`src/hw/rtl/mhpq_pkg.sv`:
```
// Shared types, codes and helpers for the max-heap priority queue.
// Used by mhpq_cell, max_heap_priority_queue, heap_checker and testbench; depends on nothing else.
package mhpq_pkg;

    localparam int HEAP_CAPACITY_DEF = 1024;
    localparam int KEY_WIDTH_DEF     = 32;
    localparam int KEY_MAX_W         = 64;
    localparam int KEY_IN_W          = 32;
    localparam int TOP_W             = 32;
    localparam int CNT_OUT_W         = 11;
    localparam int STATUS_W          = 2;
    localparam int LVL_W             = 5;
    localparam int MSB_IN_W          = 32;

    localparam logic KIND_INSERT  = 1'b0;
    localparam logic KIND_EXTRACT = 1'b1;

    typedef enum logic [0:0] {
        MODE_INS  = 1'b0,
        MODE_SIFT = 1'b1
    } t_mode;

    typedef struct packed {
        logic             vld;
        t_mode            mode;
        logic [LVL_W-1:0] tgt;
    } t_tok;

    typedef enum logic [STATUS_W-1:0] {
        ST_OK    = 2'd0,
        ST_EMPTY = 2'd1,
        ST_FULL  = 2'd2
    } t_status;

    function automatic logic [LVL_W-1:0] msb_pos(input logic [MSB_IN_W-1:0] v);
        logic [LVL_W-1:0] p;
        p = '0;
        for (int i = 0; i < MSB_IN_W; i++) begin
            if (v[i]) begin
                p = LVL_W'(i);
            end
        end
        return p;
    endfunction

endpackage

```
`src/hw/rtl/mhpq_cell.sv`:
```
// One level of the heap: a key memory for that level, plus the compare and
// swap step that moves an insert or sift-down transaction to the next level.
// Depends on mhpq_pkg.
module mhpq_cell #(
    parameter int LEVEL     = 0,
    parameter bit IS_LAST   = 1'b0,
    parameter int DEPTH     = 1,
    parameter int KEY_WIDTH = mhpq_pkg::KEY_WIDTH_DEF,
    parameter int POS_W     = 1,
    parameter int CNT_W     = 2
) (
    input  logic                 i_clk,
    input  logic                 i_rst_n,
    input  mhpq_pkg::t_tok       i_tok,
    input  logic [KEY_WIDTH-1:0] i_tok_key,
    input  logic [POS_W-1:0]     i_tok_pos,
    input  logic [CNT_W-1:0]     i_tok_cnt,
    output mhpq_pkg::t_tok       o_tok,
    output logic [KEY_WIDTH-1:0] o_tok_key,
    output logic [POS_W-1:0]     o_tok_pos,
    output logic [CNT_W-1:0]     o_tok_cnt,
    input  logic                 i_wb_vld,
    input  logic [KEY_WIDTH-1:0] i_wb_key,
    output logic                 o_wb_vld,
    output logic [KEY_WIDTH-1:0] o_wb_key,
    input  logic                 i_fetch,
    input  logic [POS_W-1:0]     i_fetch_pos,
    output logic [KEY_WIDTH-1:0] o_fetch_key,
    output logic                 o_done
);

    localparam int AW    = (DEPTH <= 2) ? 1 : $clog2(DEPTH);
    localparam int MEM_D = 2 ** AW;
    localparam int IW    = CNT_W + 1;
    localparam int LW    = mhpq_pkg::LVL_W;
    localparam logic [LW-1:0] MY_LVL   = LW'(LEVEL);
    localparam logic [LW-1:0] NEXT_LVL = LW'(LEVEL + 1);

    logic [KEY_WIDTH-1:0] r_mem [MEM_D];

    logic                 r_act;
    mhpq_pkg::t_mode      r_mode;
    logic [LW-1:0]        r_tgt;
    logic [KEY_WIDTH-1:0] r_key;
    logic [KEY_WIDTH-1:0] r_rd_a;
    logic [KEY_WIDTH-1:0] r_rd_b;
    logic [POS_W-1:0]     r_pos;
    logic [POS_W-1:0]     r_slot;
    logic [CNT_W-1:0]     r_cnt;

    mhpq_pkg::t_tok       r_otok;
    logic [KEY_WIDTH-1:0] r_okey;
    logic [POS_W-1:0]     r_opos;
    logic [CNT_W-1:0]     r_ocnt;
    logic                 r_owb_vld;
    logic [KEY_WIDTH-1:0] r_owb_key;
    logic                 r_done;

    mhpq_pkg::t_tok       n_tok;
    logic [KEY_WIDTH-1:0] n_okey;
    logic [POS_W-1:0]     n_opos;
    logic                 n_wb_vld;
    logic [KEY_WIDTH-1:0] n_wb_key;
    logic                 n_done;
    logic [POS_W-1:0]     n_slot;

    logic [POS_W-1:0]     in_left;
    logic [POS_W-1:0]     in_right;
    logic [AW-1:0]        rd_addr_a;
    logic                 rd_en;

    logic [POS_W-1:0]     c_left;
    logic [POS_W-1:0]     c_right;
    logic [POS_W-1:0]     ins_next;
    logic [LW-1:0]        sh;
    logic [CNT_W-1:0]     cnt_sh;
    logic                 at_tgt;
    logic                 ins_gt;
    logic [IW-1:0]        l_idx;
    logic [IW-1:0]        r_idx;
    logic                 l_ok;
    logic                 r_ok;
    logic                 pick_r;
    logic [KEY_WIDTH-1:0] best_key;
    logic [POS_W-1:0]     best_pos;
    logic                 go_down;
    logic [AW-1:0]        wb_addr;

    logic                 we;
    logic [AW-1:0]        waddr;
    logic [KEY_WIDTH-1:0] wdata;

    assign in_left  = i_tok_pos << 1;
    assign in_right = in_left | POS_W'(1);
    assign rd_en    = i_fetch | i_tok.vld;

    always_comb begin
        if (i_fetch) begin
            rd_addr_a = i_fetch_pos[AW-1:0];
        end else if (i_tok.mode == mhpq_pkg::MODE_SIFT) begin
            rd_addr_a = in_left[AW-1:0];
        end else begin
            rd_addr_a = i_tok_pos[AW-1:0];
        end
    end

    assign c_left   = r_pos << 1;
    assign c_right  = c_left | POS_W'(1);
    assign sh       = r_tgt - NEXT_LVL;
    assign cnt_sh   = r_cnt >> sh;
    assign ins_next = c_left | POS_W'(cnt_sh[0]);
    assign at_tgt   = (r_tgt == MY_LVL);
    assign ins_gt   = $signed(r_key) > $signed(r_rd_a);

    assign l_idx    = (IW'(1) << LEVEL) + (IW'(r_pos) << 1);
    assign r_idx    = l_idx + IW'(1);
    assign l_ok     = l_idx <= IW'(r_cnt);
    assign r_ok     = r_idx <= IW'(r_cnt);
    assign pick_r   = r_ok && ($signed(r_rd_b) > $signed(r_rd_a));
    assign best_key = pick_r ? r_rd_b : r_rd_a;
    assign best_pos = pick_r ? c_right : c_left;
    assign go_down  = l_ok && ($signed(best_key) > $signed(r_key));

    assign wb_addr  = (LEVEL == 0) ? '0 : r_slot[AW-1:0];

    always_comb begin
        n_tok    = '0;
        n_okey   = r_key;
        n_opos   = c_left;
        n_wb_vld = 1'b0;
        n_wb_key = r_key;
        n_done   = 1'b0;
        n_slot   = r_slot;
        we       = 1'b0;
        waddr    = wb_addr;
        wdata    = i_wb_key;
        if (i_wb_vld) begin
            we = 1'b1;
        end
        if (r_act) begin
            case (r_mode)
                mhpq_pkg::MODE_INS: begin
                    if (at_tgt) begin
                        we     = 1'b1;
                        waddr  = r_pos[AW-1:0];
                        wdata  = r_key;
                        n_done = 1'b1;
                    end else begin
                        if (ins_gt) begin
                            we    = 1'b1;
                            waddr = r_pos[AW-1:0];
                            wdata = r_key;
                        end
                        n_tok.vld  = 1'b1;
                        n_tok.mode = mhpq_pkg::MODE_INS;
                        n_tok.tgt  = r_tgt;
                        n_okey     = ins_gt ? r_rd_a : r_key;
                        n_opos     = ins_next;
                    end
                end
                mhpq_pkg::MODE_SIFT: begin
                    n_wb_vld = 1'b1;
                    n_wb_key = go_down ? best_key : r_key;
                    if (go_down) begin
                        if (IS_LAST) begin
                            we     = 1'b1;
                            waddr  = best_pos[AW-1:0];
                            wdata  = r_key;
                            n_done = 1'b1;
                        end else begin
                            n_tok.vld  = 1'b1;
                            n_tok.mode = mhpq_pkg::MODE_SIFT;
                            n_tok.tgt  = r_tgt;
                            n_okey     = r_key;
                            n_opos     = best_pos;
                            n_slot     = best_pos;
                        end
                    end else begin
                        n_done = 1'b1;
                    end
                end
                default: begin
                end
            endcase
        end
    end

    always_ff @(posedge i_clk) begin
        if (!i_rst_n) begin
            r_act     <= 1'b0;
            r_otok    <= '0;
            r_owb_vld <= 1'b0;
            r_done    <= 1'b0;
        end else begin
            r_act     <= i_tok.vld;
            r_otok    <= n_tok;
            r_owb_vld <= n_wb_vld;
            r_done    <= n_done;
        end
    end

    always_ff @(posedge i_clk) begin
        if (i_tok.vld) begin
            r_mode <= i_tok.mode;
            r_tgt  <= i_tok.tgt;
            r_key  <= i_tok_key;
            r_pos  <= i_tok_pos;
            r_cnt  <= i_tok_cnt;
        end
        r_slot    <= n_slot;
        r_okey    <= n_okey;
        r_opos    <= n_opos;
        r_ocnt    <= r_cnt;
        r_owb_key <= n_wb_key;
    end

    always_ff @(posedge i_clk) begin
        if (we) begin
            r_mem[waddr] <= wdata;
        end
        if (rd_en) begin
            r_rd_a <= r_mem[rd_addr_a];
        end
        if (i_tok.vld) begin
            r_rd_b <= r_mem[in_right[AW-1:0]];
        end
    end

    assign o_tok       = r_otok;
    assign o_tok_key   = r_okey;
    assign o_tok_pos   = r_opos;
    assign o_tok_cnt   = r_ocnt;
    assign o_wb_vld    = r_owb_vld;
    assign o_wb_key    = r_owb_key;
    assign o_fetch_key = r_rd_a;
    assign o_done      = r_done;

endmodule

```
`config.mk`:
```
export PLATFORM = sky130hd
export DESIGN_NAME = mhpq_cell
export DESIGN_NICKNAME = d
export VERILOG_FILES = /design/src/hw/rtl/mhpq_pkg.sv /design/src/hw/rtl/mhpq_cell.sv
export SDC_FILE = /design/constraint.sdc
export NUM_CORES = 1
export LEC_CHECK = 0
export BUFFER_PORTS_ARGS = -buffer_cell sky130_fd_sc_hd__buf_2
export CAP_MARGIN = 25
export CORE_ASPECT_RATIO = 1.4
export CORE_UTILIZATION = 45
export CTS_BUF_LIST = sky130_fd_sc_hd__clkbuf_16
export DETAILED_ROUTE_END_ITERATION = 6
export PLACE_DENSITY = 0.77
export SETUP_SLACK_MARGIN = 0.15
export SYNTH_ARGS = -nofsm -noshare
export SYNTH_HDL_FRONTEND = slang
export SYNTH_SLANG_ARGS = --single-unit
```
`constraint.sdc`:
```
create_clock -name i_clk -period 5.8 [get_ports i_clk]
set_clock_uncertainty 0.15 [all_clocks]
set_input_delay 1.16 -clock i_clk [delete_from_list [all_inputs] [get_ports i_clk]]
set_output_delay 1.16 -clock i_clk [all_outputs]
set_load 0.02 [all_outputs]
```
Yosys cells after proc, flatten, opt, wreduce, memory -nomap -nowiden. Memory sizes are Yosys's and may differ from the RTL's. A register that Yosys moved wholly into a read port is not among the register bits. Index checks and enable logic that the tools add are counted.

Register bits after elaboration: 118. Bits in latches: 0. RAM bits: 64. ROM bits: 0. Input port bits: 79. Output and inout bits: 108. Logic and storage cells: 67. Memories kept: 1.

Add/sub/neg operators: 3. Multipliers: 0. Divide/modulo/power cells: 0. Magnitude comparators: 5. Equal/unequal tests: 0. Shift-type cells: 1. Mux-type cells: 36. Bitwise logic cells: 2. Reduce and logical (&&, ||, !) cells: 4.

Memories: r_mem (depth 2, width 32, read ports 2, clocked after memory_dff 2, write ports 1, line mhpq_cell.sv:39) `logic [KEY_WIDTH-1:0] r_mem [MEM_D];`.

Operator list (number): 2-to-1 mux 32 bit (11); greater-than comparator 32 bit (3); case mux 32 bit (2 select lines) (1); 2-to-1 mux 1 bit (19); 2-to-1 mux 7 bit (2); case mux 7 bit (2 select lines) (1); <= comparator 3 x 2 -> 1 bit (2); zero test 5 bit (1); >> shifter 2 x 5 -> 1 bit (1); subtractor 5 x 1 -> 5 bit (second input constant) (1); case mux 1 bit (2 select lines) (2); adder 1 x 2 -> 3 bit (first input constant) (1); adder 3 x 1 -> 3 bit (second input constant) (1); logical AND 1 bit (2); AND reduction 2 bit (1); inverter 1 bit (1); bitwise OR 1 bit (1).

Longest topological paths before layout. Gate-level depths: netlist of run 1.

Word-level depth: 10. Mapped depth: 20. Gate-level depth less buffers: 18.

Worst setup path after synthesis of run 1. No wires, ideal clock.

Path type: flip-flop to flip-flop. Start point: register r_rd_a[19], in the netlist o_fetch_key[19], read port of r_mem. End point: register r_owb_key[22], in the netlist o_wb_key[22]. Library setup time: 121 ps. Arrival time: 4822 ps. Required time: 5529 ps. Setup slack: 707 ps. Cell stages (with the launch flop): 20. Buffers on the path: 2. Period minus slack after synthesis: 5093 ps. Path through: edfxtp_1 inv_1 ha_1 and3_1 a221o_1 a21oi_1 o31ai_1 o31a_1 o21ai_2 buf_6 mux2_4 ha_1 nand2_1 or2_1 or4_1 a22o_1 a21boi_1 o21a_2 buf_4 mux2_2.

Word-level cells in the longest chain between the ends: 8.

Ends and longest elaborated chain: from (decl) (line mhpq_cell.sv:45) `logic [KEY_WIDTH-1:0] r_rd_a;`; greater-than comparator 32 bit (line mhpq_cell.sv:119) `assign pick_r = r_ok && ($signed(r_rd_b) > $signed(r_rd_a));`; logical AND 1 bit (line mhpq_cell.sv:119); 2-to-1 mux 32 bit * (line mhpq_cell.sv:120) `assign best_key = pick_r ? r_rd_b : r_rd_a;`; greater-than comparator 32 bit (line mhpq_cell.sv:122) `assign go_down = l_ok && ($signed(best_key) > $signed(r_key));`; logical AND 1 bit (line mhpq_cell.sv:122); 2-to-1 mux 32 bit * (line mhpq_cell.sv:163) `n_wb_key = go_down ? best_key : r_key;`; 2-to-1 mux 32 bit * (line mhpq_cell.sv:141) `case (r_mode)`; 2-to-1 mux 32 bit * (line mhpq_cell.sv:140) `if (r_act) begin`; net n_wb_key[22] (line mhpq_cell.sv:63) `logic [KEY_WIDTH-1:0] n_wb_key;`; to (signal assigned) (line mhpq_cell.sv:214) `r_owb_key <= n_wb_key;`; to (decl) (line mhpq_cell.sv:56) `logic [KEY_WIDTH-1:0] r_owb_key;`.

Mark *: on every way through the listed nets, which the timed path passes. The rest lies on a longest branch. A chain may end at the register's enable or synchronous reset.

Worst setup path after layout of run 1.
Start point: register r_rd_a[18], in the netlist o_fetch_key[18], read port of r_mem. End point: register r_owb_key[16], in the netlist o_wb_key[16].

Same word-level chain as after synthesis.

==> impl_metrics.toml, run 1 <==
[logic_synthesis]
yosysTopAreaCell = "edfxtp_1"
synth-main-ff-cell = "edfxtp_1"
async_flop_share_pct = 0
ys_seq_area_share_pct = 58.3
avgSynthCellArea_um2 = 14.5
syn_area_um2 = 11300
synth-seq-cells = 246
synth.area.top_cells = "edfxtp_1 (45%), dfxtp_1 (14%), ha_1 (11%)"
synthCells = 785
synth_edf_count = 169
synth.top_cell.area_share_pct = 44.7
syn_nets = 964
synth_cell_types = 49
yosys_warnings = 0

[grt]
grt_max_degree = 40
grt-ovfl-total = 0
grt_pass1_vias = 7394
grt_usage_pct = 21.5
grt_pass1_wl_mm = 41.4
antenna_found_initial = 0

[finish]
drive_gt1_share_pct = 37.3
fin_nets = 1180
final_common_cell = "buf_2"
final_cell_mix = "buf_2 (185), edfxtp_1 (169), ha_1 (100), mux2_2 (90), inv_1 (78)"
diodes = 0
area.growth.synth_to_final_pct = 19.8

[sta]
tightest_slew_ns = 1.05
slew_headroom_pct = 29.9
fmax_mhz = 184
min_period_ns = 5.44
period_share_pct = 93.9
finalHoldViolCount = 0
setup_ws_ns = 0.355
setup_viol = 0
rsz0062_at_grt = "false"
slew_viol_final = 0
tns_ns = 0

[worst_setup_path]
critPathArrivalTime_ns = 5.70
crit_path_end_kind = "flop"
crit_required_ns = 6.05
path_class = "reg -> reg"
timing.rr.end = "o_wb_key[16]"
critPathMaxFanout = 22
start_kind = "flop"
r2r-start = "o_fetch_key[18]"
r2r_slack_ns = 0.36
reg2reg_depth = 20

[run]
cap_violations = 0

[clock_tree]
cts_inserted_buffers = 24
cts_tree = "done"
cts_root_buf = "clkbuf_16"
clk-insertion-delay-late_ns = 0.52
clock_path_buffers = 3
cts.sinks = 246
clk_transition_reported_paths_ns = 0.06
htreeDepth = 1
hold_buffers = 0

[placed_design]
globalplace.congestion = 0.887
hpwl_mm = 20.2
dp_slack_ns = 0.271
io_buffers = 186

[routing]
num_vias = 7085
wl_per_cell_um = 20.7
ant_nets = 0
drt_iter0_drc = 275
drc = 0
wl_mm = 27.6
dr.pass1.iters = 4
vias_per_cell = 5.31

[min_path]
hold_start = "r_mem[1][18]"
min_path_cells = 0
hold-path-endpoint = "r_rd_b[18]"
holdCritPathClass = "reg -> reg"

[status]
outcome = "complete, no violations"

[floorplan]
ios = 187
die-area_um2 = 25900
fp-row-count = 68
die_h_um = 190
core-area_um2 = 24700
die_w_um = 136
initial_core_util_pct = 46.0

[power]
power_per_cell_area_nw_per_um2 = 334
leakagePower_uw = 0.00593
vdd_drop_max_mv = 0.273
## final cells by class
| class | count | area [um2] |
|---|---|---|
| well taps | 315 | 394 |
| repair buffers | 207 | 1150 |
| clock inverters | 19 | 193 |
| flip-flops and latches | 246 | 6620 |
| multi-input cells | 445 | 4320 |
| clock buffers | 25 | 626 |
| fillers | 2029 | 11100 |
| inverters | 77 | 289 |
## metal layers
layer	share of wire (%)	vias up	track usage, %
met2	51	211	38.4
met4	4.1	0	9.23
met3	5.3	58	3.38
met5	0	-	0
met1	39	3447	25.3
li1	-	3369	-
## report_power, final
group	switching, uW	internal (uW)	leakage (uW)
combinational	457	360	0.00325
clock	682	925	0.000385
sequential	89.5	2030	0.00229
## state kept, by name (all words and copies together), names as in the netlist, 2 cells and up
name,flops
r_mem,64
o_wb_key,32
o_tok_cnt,2
r_rd_b,32
r_cnt,2
r_tgt,5
o_tok_key,32
o_fetch_key,32
r_key,32
o_tok,7
## per-stage QoR
stage	utilization, %	power, uW	hold WS [ns]	area (um2)	instances
after floorplan	-	2660	0.249	11300	785
after global placement	51.3	2940	0.274	12700	1281
after detailed placement	51.4	2960	0.281	12700	1282
after CTS	54.7	4570	0.295	13500	1326
after global routing	55.1	4730	0.304	13600	1334
final	55.1	4540	0.298	13600	1334
## kinds of logic (layout without fill, tap and decap cells)
group | Yosys count | count (layout) | share of synthesized area [%]
fa+ha+maj | 100 | 100 | 11.0
compound gates | 100 | 100 | 5.92
mux | 161 | 161 | 16.7
simple gates | 84 | 84 | 4.08
flops | 246 | 246 | 58.3
buf+inv | 94 | 328 | 3.90
## how the worst max path moves through the flow
stage                     depth (start not counted)  slack, ns             from            to
after floorplan                                  19       0.71  o_fetch_key[19]  o_wb_key[22]
after global placement                           20       0.36  o_fetch_key[18]   o_wb_key[1]
after detailed placement                         20       0.27  o_fetch_key[18]  o_wb_key[16]
after CTS                                        20       0.23  o_fetch_key[18]  o_wb_key[16]
after global routing                             20       0.16  o_fetch_key[27]  o_wb_key[16]
final                                            20       0.36  o_fetch_key[18]  o_wb_key[16]
## critical path: stages (launching register included)
cell      delay [ns]
edfxtp_1        0.45
inv_1           0.15
ha_1            0.26
and3_1          0.19
a221o_1         0.35
a21oi_1         0.15
o31ai_1         0.12
o31a_1          0.35
o21ai_4         0.22
buf_4           0.17
mux2_2          0.35
ha_1            0.29
and3_1          0.15
nand3_1         0.15
or4_1           0.57
nor4_2          0.30
nor2_1          0.10
and3_1          0.20
o21a_2          0.14
buf_12          0.17
mux2_1          0.33
## timing repair
item                       in CTS  in global routing
setup endpoints to repair       0                 31
buffers inserted                0                  8
resized for setup               0                  2
## synth_stat cells (6+ instances only)
library cell,number
edfxtp_1,169
ha_1,100
mux2_2,90
dfxtp_1,77
inv_1,77
mux2_4,34
a21oi_1,33
mux2i_1,33
a21o_1,18
nand4_1,15
nor2_1,14
nand2_1,12
buf_6,11
o21ai_0,11
nand3_1,10
nor3_1,7
o21a_1,7
nor2b_1,6
(Power assumes the default switching activity.)
==> run 2: changes to the inputs <==
--- a/config.mk
+++ b/config.mk
@@ -5,7 +5,7 @@
 export SDC_FILE = /design/constraint.sdc
 export NUM_CORES = 1
 export LEC_CHECK = 0
-export BUFFER_PORTS_ARGS = -buffer_cell sky130_fd_sc_hd__buf_2
+export BUFFER_PORTS_ARGS = -buffer_cell sky130_fd_sc_hd__buf_4
 export CAP_MARGIN = 25
 export CORE_ASPECT_RATIO = 1.4
 export CORE_UTILIZATION = 45
==> run 2 against run 1 <==
Effect of this change: total power rose by 1.5%; count of clock-buffer cells in the layout did not move; clock power barely moved; design area rose by 3.1%; utilization rose by 1.7 points; highest routed layer unchanged.
==> impl_metrics.toml, run 2 (synthesis results as in run 1) <==
[min_path]
hold_start = "r_mem[1][31]"
holdCritPathClass = "reg -> reg"

[run]
cap_violations = 0

[grt]
antenna_found_initial = 0
grt-ovfl-total = 0
grt_usage_pct = 21.4
grt_pass1_wl_mm = 41.2
grt_max_degree = 40
grt_pass1_vias = 7305

[finish]
area.growth.synth_to_final_pct = 23.6
drive_gt1_share_pct = 37.1
fillers = 1978
design_area_um2 = 14000
diodes = 0
fin_nets = 1175
largest_reg_flops = 64
final_cell_mix = "buf_4 (195), edfxtp_1 (169), ha_1 (100), mux2_2 (90), inv_1 (79)"
top_register = "r_mem"
final_common_cell = "buf_4"

[placed_design]
globalplace.congestion = 0.866
io_buffers = 186
dpl-instance-area_um2 = 13100
dp_slack_ns = 0.175
hpwl_mm = 20.4

[sta]
tightest_slew_ns = 0.870
tns_ns = 0
slew_viol_final = 0
setup_ws_ns = 0.369
fmax_mhz = 184
min_period_ns = 5.43
setup_viol = 0
rsz0062_at_grt = "false"
slew_headroom_pct = 41.2
finalHoldViolCount = 0
period_share_pct = 93.6

[routing]
num_vias = 7081
vias_per_cell = 5.32
ant_nets = 0
wl_mm = 27.5
drc = 0
drt_iter0_drc = 286
wl_per_cell_um = 20.7
dr.pass1.iters = 4

[clock_tree]
htreeDepth = 1
cts_inserted_buffers = 25
clk_transition_reported_paths_ns = 0.07
cts_tree = "done"
cts_root_buf = "clkbuf_16"
clock_path_buffers = 3
cts.sinks = 246
clk-insertion-delay-late_ns = 0.53

[power]
vdd_drop_max_mv = 0.252
power_per_cell_area_nw_per_um2 = 329
leakagePower_uw = 0.00607

[floorplan]
die_w_um = 136
fp-row-count = 68
die-area_um2 = 25900
ios = 187
die_h_um = 190
core-area_um2 = 24700
initial_core_util_pct = 46.0

[worst_setup_path]
critPathBufInv = 4
path_class = "reg -> reg"
crit_path_end_kind = "flop"
crit_required_ns = 6.06
r2r_slack_ns = 0.37
path_cells = "inv_1 -> ha_1 -> and3_1 -> a221o_1 -> a21oi_1 -> o31ai_1 -> o31a_1 -> o21ai_4 -> buf_12 -> buf_4 -> mux2_4 -> ha_1 -> nand3_1 -> or4_1 -> nor4_1 -> nor2_1 -> and3_1 -> o21a_2 -> buf_6 -> mux2_1"
slowest_stage = "or4_1"
crit_family = "simple AND/OR/NAND/NOR gates"
crit_start = "o_fetch_key[19]"
crit_path_max_incr_delay_ns = 0.56
start_kind = "flop"
r2r-start = "o_fetch_key[19]"
critPathMaxFanout = 14
critPathArrivalTime_ns = 5.69

[status]
outcome = "complete, no violations"
[run 2: where the power goes]
part | internal [uW] | switching, uW
Clock | 932 | 693
Sequential | 2030 | 91.4
Combinational | 407 | 457
Total | 3370 | 1240
[run 2: timing repair]
item / in CTS / in global routing
pin swaps: 1 / 1
setup endpoints to repair: 4 / 32
cloned: 0 / 0
setup buffers: 0 / 1
hold buffers: 0 / 0
gates resized for setup: 0 / 4
[run 2: path summary, 6_finish.rpt]
check             cells after the start      endpoint
hold reg to reg                       0    r_rd_b[31]
setup / recovery                     20  o_wb_key[17]
hold / removal                        0    r_rd_b[31]
setup reg to reg                     20  o_wb_key[17]
[run 2: metrics by stage]
stage                     std cells  power, uW  utilization, %  hold WS, ns
after floorplan                 785       2660               -        0.249
after global routing           1330       4800            56.8        0.296
final                          1330       4610            56.8        0.295
after global placement         1281       3000            53.1        0.273
after detailed placement       1282       3020            53.2        0.280
after CTS                      1328       4640            56.6        0.290
[run 2: final cells by class]
type,count,area [um2],area share [%]
Clock buffer,25,626,4.46
Clock inverter,21,210,1.50
Inverter,77,289,2.06
Multi-Input combinational cell,445,4320,30.8
Sequential cell,246,6620,47.2
Tap cell,315,394,2.81
Timing Repair Buffer,201,1570,11.2
[run 2: metal layers]
| layer | vias up | share of wire [%] | GRT usage, % |
|---|---|---|---|
| li1 | 3357 | - | - |
| met1 | 3480 | 39 | 25.1 |
| met2 | 190 | 52 | 38.9 |
| met3 | 54 | 5.0 | 3.01 |
| met4 | 0 | 3.6 | 8.29 |
| met5 | - | 0 | 0 |
